===== src/hw/rtl/blpg_pkg.sv =====
`timescale 1ns / 1ps
// ----------------------------------------------------------------------------
// blpg_pkg: shared types and constants for the Bresenham line generator
// Coordinate, color and bus widths, screen size, line point struct, command codes.
// ----------------------------------------------------------------------------
package blpg_pkg;

  localparam int COORD_W       = 16;
  localparam int ERR_W         = 18;
  localparam int COLOR_W       = 8;
  localparam int ADDR_W        = 20;
  localparam int IN_DATA_W     = 88;
  localparam int OUT_DATA_W    = 80;
  localparam int OUT_USER_W    = 2;
  localparam int SCREEN_WIDTH  = 1024;
  localparam int SCREEN_HEIGHT = 1024;

  localparam logic CMD_START = 1'b0;
  localparam logic CMD_STEP  = 1'b1;

  typedef struct packed {
    logic                      emitted;
    logic                      last;
    logic signed [COORD_W-1:0] x;
    logic signed [COORD_W-1:0] y;
    logic [COLOR_W-1:0]        red;
    logic [COLOR_W-1:0]        green;
    logic [COLOR_W-1:0]        blue;
  } point_t;

endpackage


===== src/hw/rtl/bresenham_line_pixel_generator_core.sv =====
`timescale 1ns / 1ps
// Path: each input beat passes the step register, then the clip/address register.
// Throughput: one beat per cycle unless out_tready stalls; a step updates err and the point.
// The y*width product sits in the second stage.
// Reset: synchronous active-low rst_n clears the line state and both valid flags.
// ----------------------------------------------------------------------------
// bresenham_line_pixel_generator_core: Bresenham line rasterizer top level
// Start beat loads a line and gives its first point; step beats walk it.
// ----------------------------------------------------------------------------
module bresenham_line_pixel_generator_core #(
  parameter int SCREEN_WIDTH  = blpg_pkg::SCREEN_WIDTH,
  parameter int SCREEN_HEIGHT = blpg_pkg::SCREEN_HEIGHT
) (
  input  logic                               clk,
  input  logic                               rst_n,
  input  logic                               in_tvalid,
  output logic                               in_tready,
  // start_x[15:0] start_y[31:16] end_x[47:32] end_y[63:48]
  // red[71:64] green[79:72] blue[87:80]
  input  logic [blpg_pkg::IN_DATA_W-1:0]     in_tdata,
  // command[0]
  input  logic                               in_tuser,
  output logic                               out_tvalid,
  input  logic                               out_tready,
  // point_x[15:0] point_y[31:16] pixel_address[51:32]
  // out_red[59:52] out_green[67:60] out_blue[75:68] zero[79:76]
  output logic [blpg_pkg::OUT_DATA_W-1:0]    out_tdata,
  // emitted[0] on_screen[1]
  output logic [blpg_pkg::OUT_USER_W-1:0]    out_tuser,
  output logic                               out_tlast
);

  logic             in_acc;
  logic             s1_valid;
  logic             s2_free;
  logic             s2_load;
  blpg_pkg::point_t pt;

  assign s2_free   = !out_tvalid || out_tready;
  assign s2_load   = s1_valid && s2_free;
  assign in_tready = !s1_valid || s2_free;
  assign in_acc    = in_tvalid && in_tready;

  blpg_stepper u_stepper (
    .clk      (clk),
    .rst_n    (rst_n),
    .load     (in_acc),
    .drain    (s2_load),
    .command  (in_tuser),
    .start_x  (in_tdata[15:0]),
    .start_y  (in_tdata[31:16]),
    .end_x    (in_tdata[47:32]),
    .end_y    (in_tdata[63:48]),
    .red      (in_tdata[71:64]),
    .green    (in_tdata[79:72]),
    .blue     (in_tdata[87:80]),
    .pt_valid (s1_valid),
    .pt       (pt)
  );

  blpg_pixel_out #(
    .SCREEN_WIDTH  (SCREEN_WIDTH),
    .SCREEN_HEIGHT (SCREEN_HEIGHT)
  ) u_pixel_out (
    .clk        (clk),
    .rst_n      (rst_n),
    .load       (s2_load),
    .out_tready (out_tready),
    .pt         (pt),
    .out_tvalid (out_tvalid),
    .out_tdata  (out_tdata),
    .out_tuser  (out_tuser),
    .out_tlast  (out_tlast)
  );

  a_onscreen_emitted: assert property (@(posedge clk) disable iff (!rst_n)
    out_tvalid && out_tuser[1] |-> out_tuser[0])
    else $error("on_screen without emitted point");

  a_last_emitted: assert property (@(posedge clk) disable iff (!rst_n)
    out_tvalid && out_tlast |-> out_tuser[0])
    else $error("last on empty result");

  a_empty_zero: assert property (@(posedge clk) disable iff (!rst_n)
    out_tvalid && !out_tuser[0] |-> (out_tdata == '0))
    else $error("empty result carries data");

  a_accept_fills: assert property (@(posedge clk) disable iff (!rst_n)
    in_acc |=> s1_valid)
    else $error("accepted beat lost in step stage");

endmodule


===== src/hw/rtl/blpg_stepper.sv =====
`timescale 1ns / 1ps
// ----------------------------------------------------------------------------
// blpg_stepper: line state and Bresenham step
// Holds the line state, runs start/step per beat and registers the point.
// ----------------------------------------------------------------------------
module blpg_stepper (
  input  logic                                clk,
  input  logic                                rst_n,
  input  logic                                load,
  input  logic                                drain,
  input  logic                                command,
  input  logic signed [blpg_pkg::COORD_W-1:0] start_x,
  input  logic signed [blpg_pkg::COORD_W-1:0] start_y,
  input  logic signed [blpg_pkg::COORD_W-1:0] end_x,
  input  logic signed [blpg_pkg::COORD_W-1:0] end_y,
  input  logic [blpg_pkg::COLOR_W-1:0]        red,
  input  logic [blpg_pkg::COLOR_W-1:0]        green,
  input  logic [blpg_pkg::COLOR_W-1:0]        blue,
  output logic                                pt_valid,
  output blpg_pkg::point_t                    pt
);

  localparam int CW = blpg_pkg::COORD_W;
  localparam int EW = blpg_pkg::ERR_W;
  localparam int KW = blpg_pkg::COLOR_W;

  logic                 active_r, active_nxt;
  logic signed [CW-1:0] cur_x_r, cur_x_nxt;
  logic signed [CW-1:0] cur_y_r, cur_y_nxt;
  logic signed [CW-1:0] tgt_x_r, tgt_x_nxt;
  logic signed [CW-1:0] tgt_y_r, tgt_y_nxt;
  logic [CW-1:0]        adx_r, adx_nxt;
  logic [CW-1:0]        ady_r, ady_nxt;
  logic                 sxn_r, sxn_nxt;
  logic                 syn_r, syn_nxt;
  logic signed [EW-1:0] err_r, err_nxt;
  logic [KW-1:0]        red_r, red_nxt;
  logic [KW-1:0]        grn_r, grn_nxt;
  logic [KW-1:0]        blu_r, blu_nxt;
  logic                 pt_valid_r, pt_valid_nxt;
  blpg_pkg::point_t     pt_r, pt_nxt;

  logic signed [CW:0]   ddx, ddy;
  logic signed [EW:0]   e2, err_w;
  logic                 mv_x, mv_y, fin;

  always_comb begin
    active_nxt = active_r;
    cur_x_nxt  = cur_x_r;
    cur_y_nxt  = cur_y_r;
    tgt_x_nxt  = tgt_x_r;
    tgt_y_nxt  = tgt_y_r;
    adx_nxt    = adx_r;
    ady_nxt    = ady_r;
    sxn_nxt    = sxn_r;
    syn_nxt    = syn_r;
    err_nxt    = err_r;
    red_nxt    = red_r;
    grn_nxt    = grn_r;
    blu_nxt    = blu_r;
    pt_nxt     = '0;
    fin        = 1'b0;
    ddx        = {end_x[CW-1], end_x} - {start_x[CW-1], start_x};
    ddy        = {end_y[CW-1], end_y} - {start_y[CW-1], start_y};
    e2         = {err_r, 1'b0};
    mv_x       = e2 > -$signed({{(EW-CW+1){1'b0}}, ady_r});
    mv_y       = e2 < $signed({{(EW-CW+1){1'b0}}, adx_r});
    err_w      = {err_r[EW-1], err_r}
                 - (mv_x ? $signed({{(EW-CW+1){1'b0}}, ady_r}) : '0)
                 + (mv_y ? $signed({{(EW-CW+1){1'b0}}, adx_r}) : '0);
    if (command == blpg_pkg::CMD_START) begin
      adx_nxt   = ddx[CW] ? CW'(-ddx) : ddx[CW-1:0];
      ady_nxt   = ddy[CW] ? CW'(-ddy) : ddy[CW-1:0];
      sxn_nxt   = !(start_x < end_x);
      syn_nxt   = !(start_y < end_y);
      err_nxt   = $signed({2'b00, adx_nxt}) - $signed({2'b00, ady_nxt});
      cur_x_nxt = start_x;
      cur_y_nxt = start_y;
      tgt_x_nxt = end_x;
      tgt_y_nxt = end_y;
      red_nxt   = red;
      grn_nxt   = green;
      blu_nxt   = blue;
      fin       = (start_x == end_x) && (start_y == end_y);
      active_nxt = !fin;
    end else if (active_r) begin
      err_nxt   = err_w[EW-1:0];
      if (mv_x) begin
        cur_x_nxt = sxn_r ? cur_x_r - CW'(1) : cur_x_r + CW'(1);
      end
      if (mv_y) begin
        cur_y_nxt = syn_r ? cur_y_r - CW'(1) : cur_y_r + CW'(1);
      end
      fin = (cur_x_nxt == tgt_x_r) && (cur_y_nxt == tgt_y_r);
      if (fin) begin
        active_nxt = 1'b0;
      end
    end
    if ((command == blpg_pkg::CMD_START) || active_r) begin
      pt_nxt.emitted = 1'b1;
      pt_nxt.last    = fin;
      pt_nxt.x       = cur_x_nxt;
      pt_nxt.y       = cur_y_nxt;
      pt_nxt.red     = red_nxt;
      pt_nxt.green   = grn_nxt;
      pt_nxt.blue    = blu_nxt;
    end
  end

  always_comb begin
    pt_valid_nxt = pt_valid_r;
    if (load) begin
      pt_valid_nxt = 1'b1;
    end else if (drain) begin
      pt_valid_nxt = 1'b0;
    end
  end

  always_ff @(posedge clk) begin
    if (!rst_n) begin
      active_r   <= 1'b0;
      cur_x_r    <= '0;
      cur_y_r    <= '0;
      tgt_x_r    <= '0;
      tgt_y_r    <= '0;
      adx_r      <= '0;
      ady_r      <= '0;
      sxn_r      <= 1'b0;
      syn_r      <= 1'b0;
      err_r      <= '0;
      red_r      <= '0;
      grn_r      <= '0;
      blu_r      <= '0;
      pt_valid_r <= 1'b0;
    end else begin
      pt_valid_r <= pt_valid_nxt;
      if (load) begin
        active_r <= active_nxt;
        cur_x_r  <= cur_x_nxt;
        cur_y_r  <= cur_y_nxt;
        tgt_x_r  <= tgt_x_nxt;
        tgt_y_r  <= tgt_y_nxt;
        adx_r    <= adx_nxt;
        ady_r    <= ady_nxt;
        sxn_r    <= sxn_nxt;
        syn_r    <= syn_nxt;
        err_r    <= err_nxt;
        red_r    <= red_nxt;
        grn_r    <= grn_nxt;
        blu_r    <= blu_nxt;
      end
    end
  end

  always_ff @(posedge clk) begin
    if (load) begin
      pt_r <= pt_nxt;
    end
  end

  assign pt_valid = pt_valid_r;
  assign pt       = pt_r;

endmodule


===== src/hw/rtl/blpg_pixel_out.sv =====
`timescale 1ns / 1ps
// ----------------------------------------------------------------------------
// blpg_pixel_out: screen clip, framebuffer address and result register
// Flags on-screen points, forms y*width+x and holds the output beat.
// ----------------------------------------------------------------------------
module blpg_pixel_out #(
  parameter int SCREEN_WIDTH  = blpg_pkg::SCREEN_WIDTH,
  parameter int SCREEN_HEIGHT = blpg_pkg::SCREEN_HEIGHT
) (
  input  logic                                 clk,
  input  logic                                 rst_n,
  input  logic                                 load,
  input  logic                                 out_tready,
  input  blpg_pkg::point_t                     pt,
  output logic                                 out_tvalid,
  output logic [blpg_pkg::OUT_DATA_W-1:0]      out_tdata,
  output logic [blpg_pkg::OUT_USER_W-1:0]      out_tuser,
  output logic                                 out_tlast
);

  localparam int CW = blpg_pkg::COORD_W;
  localparam int AW = blpg_pkg::ADDR_W;

  logic                               valid_r, valid_nxt;
  logic [blpg_pkg::OUT_DATA_W-1:0]    data_r, data_nxt;
  logic [blpg_pkg::OUT_USER_W-1:0]    user_r, user_nxt;
  logic                               last_r, last_nxt;
  logic                               on;
  logic [2*CW-1:0]                    prod;
  logic [AW-1:0]                      addr;

  always_comb begin
    on   = pt.emitted && !pt.x[CW-1] && !pt.y[CW-1]
           && (pt.x < $signed(CW'(SCREEN_WIDTH)))
           && (pt.y < $signed(CW'(SCREEN_HEIGHT)));
    prod = pt.y * CW'(SCREEN_WIDTH);
    addr = on ? AW'(prod + {{CW{1'b0}}, pt.x}) : '0;
    data_nxt = {4'd0, pt.blue, pt.green, pt.red, addr, pt.y, pt.x};
    user_nxt = {on, pt.emitted};
    last_nxt = pt.last;
  end

  always_comb begin
    valid_nxt = valid_r;
    if (load) begin
      valid_nxt = 1'b1;
    end else if (out_tready) begin
      valid_nxt = 1'b0;
    end
  end

  always_ff @(posedge clk) begin
    if (!rst_n) begin
      valid_r <= 1'b0;
    end else begin
      valid_r <= valid_nxt;
    end
  end

  always_ff @(posedge clk) begin
    if (load) begin
      data_r <= data_nxt;
      user_r <= user_nxt;
      last_r <= last_nxt;
    end
  end

  assign out_tvalid = valid_r;
  assign out_tdata  = data_r;
  assign out_tuser  = user_r;
  assign out_tlast  = last_r;

endmodule


===== config.mk =====
export PLATFORM = sky130hd
export DESIGN_NAME = bresenham_line_pixel_generator_core
export DESIGN_NICKNAME = d
export VERILOG_FILES = /design/src/hw/rtl/blpg_pkg.sv /design/src/hw/rtl/bresenham_line_pixel_generator_core.sv /design/src/hw/rtl/blpg_stepper.sv /design/src/hw/rtl/blpg_pixel_out.sv
export SDC_FILE = /design/constraint.sdc
export NUM_CORES = 1
export LEC_CHECK = 0
export BUFFER_PORTS_ARGS = -buffer_cell sky130_fd_sc_hd__buf_2
export CORE_MARGIN = 8
export CORE_UTILIZATION = 60
export DETAILED_ROUTE_END_ITERATION = 6
export HOLD_SLACK_MARGIN = 0.02
export PLACE_DENSITY = 0.9
export SYNTH_ARGS = -nofsm -noshare
export SYNTH_HDL_FRONTEND = slang
export SYNTH_SLANG_ARGS = --single-unit

===== constraint.sdc =====
create_clock -name clk -period 7.6 [get_ports clk]
set_input_delay 0.38 -clock clk [delete_from_list [all_inputs] [get_ports clk]]
set_output_delay 0.38 -clock clk [all_outputs]
set_load 0.02 [all_outputs]

==> impl.org <==
** Outcome
- The flow ran to the end, but the final reports show violations.
- The final reports fail on design-rule violations.

** Logic synthesis
- After synthesis, the mean cell area works out to 8.83 um2.
- Share of synthesized flip-flops with an asynchronous set or reset :: 0
- Yosys instantiated no cell more often than sky130_fd_sc_hd__nand2_1.
- Synth Cell Area :: 18,600 um2
- Ranked by total cell area, the synthesized netlist is headed by sky130_fd_sc_hd__edfxtp_1 (22%), sky130_fd_sc_hd__dfxtp_1 (15%), sky130_fd_sc_hd__ha_1 (9.3%).
- Cell type with the largest total area after synthesis :: sky130_fd_sc_hd__edfxtp_1
- Cell count after synthesis :: 2,112
- Synth Warn # :: 0
- Sequential element share of the synthesized area :: 0.374
- Commonest cells post-synth :: sky130_fd_sc_hd__nand2_1 (209), sky130_fd_sc_hd__inv_1 (181), sky130_fd_sc_hd__nor2_1 (176)
- Top_reg_cell synth :: sky130_fd_sc_hd__dfxtp_1
- Of the post-synthesis cell area, the dominant cell type holds 0.221.
- Counting flops and latches in the post-synthesis netlist gives 280.
- Number of unique standard cell types used by synthesis :: 97
- Number of synthesized flops with an enable pin :: 137

** Critical path
- CP Capture Type :: flop
- The worst register-to-register path has a setup slack of 610 ps.
- The worst setup path is launched from a flop.
- Worst EP required :: 8060 ps
- Counting cells, the worst reg-to-reg path comes to 26.
- Along the worst path, the maximum fanout reaches 17.
- On the worst path, the slowest cell contributes a delay of 580 ps.
- End of the worst register-to-register path :: u_stepper.err_r[16]$_SDFFE_PN0P_
- FF-to-FF Start :: u_stepper.ady_r[2]$_SDFFE_PN0P_
- Data arrives at the worst endpoint at 7450 ps.
- For this design, the slowest cell found on the critical path is sky130_fd_sc_hd__or4_1.
- The critical path in this run is classified as reg -> reg.

** Floorplan
- Die area :: 37,000 um2
- Floorplan die width :: 192 um
- The initial utilization of the core area, before any placement, comes to 0.609.
- 178 I/O pins were placed.
- Core Area :: 30,600 um2
- In this run the core area contains 64 standard-cell rows.
- Die Height :: 192 um

** Detailed routing
- Routed via count :: 16,929
- In the final routed layout, each cell accounts on average for 20.4 um.
- DRC errors left :: 5
- Total detailed-routing wirelength :: 54,300 um
- In the routed layout, each cell is associated on average with a via count of 6.36.
- Remaining antenna violation count :: 0
- The first detailed-routing pass took 7 iterations.
- Count of routing violations after the opening detailed-route iteration :: 1,601

** Job
- Max-cap violations in this run came to 0.

** Hold path
- Worst hold start :: in_tdata[56]
- Number of cells on the worst hold path :: 3
- The tightest min-delay check is of the in -> reg type.
- Worst Hold End :: u_stepper.tgt_y_r[8]$_SDFFE_PN0P_

** Finish
- In the final layout, the share of cells above drive strength 1 is 0.123.
- Number of fillers in the final layout :: 2,397
- Compared with the post-synthesis result, the final layout area differs by 11.3%.
- Layout net count :: 2,495

** Global route
- Entering global routing, the biggest net connects 96 pins.
- Global route overflow :: 0
- The initial antenna violation count came to 1.
- Number of global-route vias before repair :: 16,291
- First-pass GRT wire length :: 85,300 um
- For this run, the total global-route usage over all layers was measured as 0.285.

** Clock tree
- Number of CTS-inserted buffers :: 29
- Clock tree from TritonCTS :: built
- Clock tree synthesis found a total of 280 sinks.
- In this run the deepest clock path goes through 3 buffers.
- At the later pin of the worst-skew pair, clock insertion delay measures 580 ps.
- Post-CTS timing repair inserted 0 buffers for setup.
- The number of gates resized after CTS was 0.
- Clock edge transition at the registers on the reported setup and hold paths :: 70 ps
- CTS root buf :: sky130_fd_sc_hd__clkbuf_16
- CTS built an H-tree with a depth of 1.
- Post-CTS Hold Buffers :: 0

** Placement
- Count of input and output buffers :: 173
- The congestion estimate from routability-driven global placement came to 0.975.
- Summed over all nets, the half-perimeter wirelength after detailed placement is 40,700 um.

** Pwr
- P_sw :: 2170 uW
- Total power for the finished layout comes to 5590 uW.
- The worst-case IR drop observed on VDD is 183 uV.
- Comb power frac :: 0.423
- Portion of total power attributed to the clock network :: 0.255
- Power Density :: 270 nW/um2
- Internal power of the cells :: 3430 uW
- Of the total power, the share spent switching nets is 0.387.
- For this design the static power due to leakage is 0.00870 uW.
- Seq pwr share :: 0.321

** Timing
- Maximum clock frequency :: 0.143 GHz
- Tightest slew margin relative to the limit :: 0.221
- Of the available clock period, the critical path in the final layout requires 0.920.
- Max-slew violations :: 0
- Setup repair after global routing missed its margin :: no
- Setup violations remaining at the end of the flow were counted as 0.
- The clock period could shrink to 6990 ps.
- Setup TNS after final layout :: 0 ps
- Final Hold Viols :: 0
- Clock tree skew after final layout :: 24.2 ps
- At the pin with the least slew margin, the transition time is 1170 ps.
-- worst max-delay path by stage --
stage                     depth (start not counted)                       startpoint                               end  slack [ps]
after detailed placement                         26  u_stepper.ady_r[2]$_SDFFE_PN0P_  u_stepper.err_r[16]$_SDFFE_PN0P_         580
after CTS                                        26  u_stepper.ady_r[2]$_SDFFE_PN0P_  u_stepper.err_r[17]$_SDFFE_PN0P_         550
final                                            26  u_stepper.ady_r[2]$_SDFFE_PN0P_  u_stepper.err_r[16]$_SDFFE_PN0P_         610
after floorplan                                  30  u_stepper.ady_r[2]$_SDFFE_PN0P_  u_stepper.err_r[17]$_SDFFE_PN0P_         790
after global placement                           27  u_stepper.ady_r[2]$_SDFFE_PN0P_  u_stepper.err_r[16]$_SDFFE_PN0P_         860
after global routing                             26  u_stepper.ady_r[2]$_SDFFE_PN0P_  u_stepper.err_r[16]$_SDFFE_PN0P_          90
-- worst max-delay path, delay by kind of cell (launching register included) --
kind | cells | cell delay [ps]
AND/OR/NAND/NOR | 11 | 3060
AO/OA/AOI/OAI | 9 | 2000
adder cells (fa/ha/maj) | 3 | 1140
flip-flops | 1 | 360
XOR/XNOR | 2 | 260
buffers and inverters | 1 | 40
-- power by group through the flow --
stage	Combinational, uW	Clock (uW)	Sequential [uW]
floorplan	1720	0	1820
finish	2370	1430	1800
global placement	2200	0	1820
global route	2580	1500	1810
CTS	2310	1440	1790
detailed placement	2290	0	1820
-- metrics by stage --
stage                     utilization  area [um2]  setup WS [ps]  hold WS, ps  cells
after floorplan                     -       18700            794          400   2115
after global placement          0.647       19800            858          401   2606
after detailed placement        0.647       19800            584          406   2606
after CTS                       0.678       20700            549         45.8   2660
after global routing            0.678       20700           93.9         64.1   2661
final                           0.678       20700            608         63.1   2662
-- kinds of logic (layout without fill, tap and decap cells) --
group           count (synthesis)  in the layout  share of synthesized area
fa+ha+maj                     161            161                      0.117
compound gates                545            545                      0.194
flops                         280            280                      0.374
simple gates                  678            678                      0.174
mux                            23             23                     0.0129
other cells                     1              6                   0.000201
xor+xnor                      148            148                     0.0703
buf+inv                       276            425                     0.0571
-- cells in the final DEF, fill, tap and decap left out, drive strengths merged, types with 8 or more instances in the layout --
cell type,instances
dfxtp,143
a2111oi,8
o211ai,18
nand3,63
a31oi,14
or3,11
nand4,20
o21bai,11
nand2,209
a21o,32
nor2b,25
xnor2,91
mux2i,18
or2,10
o21ai,85
o31ai,10
clkinv,12
nand2b,23
nor2,177
ha,139
fa,22
edfxtp,137
buf,188
and2,44
xor2,56
nor3,40
clkbuf,35
a21oi,166
a22oi,32
nor4,11
a221oi,12
inv,184
o22ai,37
a211oi,50
o21a,11
-- per-layer routing --
layer / global-route usage / up-vias / routed length [um] / share of wire
met4: 0.137 / 0 / 2860 / 0.053
li1: - / 7801 / - / -
met5: 0 / - / 0 / 0
met1: 0.372 / 7975 / 21600 / 0.40
met3: 0.0537 / 221 / 5500 / 0.10
met2: 0.452 / 932 / 24300 / 0.45
-- flip-flops by register name, summed over array words and instances (netlist names), 16 cells and up --
signal / cells
u_stepper.tgt_x_r: 16
u_stepper.ady_r: 16
u_stepper.tgt_y_r: 16
u_stepper.pt: 58
u_stepper.cur_x_r: 16
u_stepper.err_r: 18
u_stepper.cur_y_r: 16
u_stepper.adx_r: 16
u_pixel_out.out_tdata: 76
-- cell type report --
type / instances / area [um2] / area share
diodes: 2 / 5.00 / 0.000241
multi-input cells: 1559 / 10600 / 0.513
clock buffers: 35 / 779 / 0.0376
flip-flops and latches: 280 / 6980 / 0.336
inverters: 183 / 691 / 0.0333
repair buffers: 188 / 981 / 0.0473
well taps: 396 / 495 / 0.0239
clock inverters: 19 / 168 / 0.00808
Power figures use the tool's default switching activity.
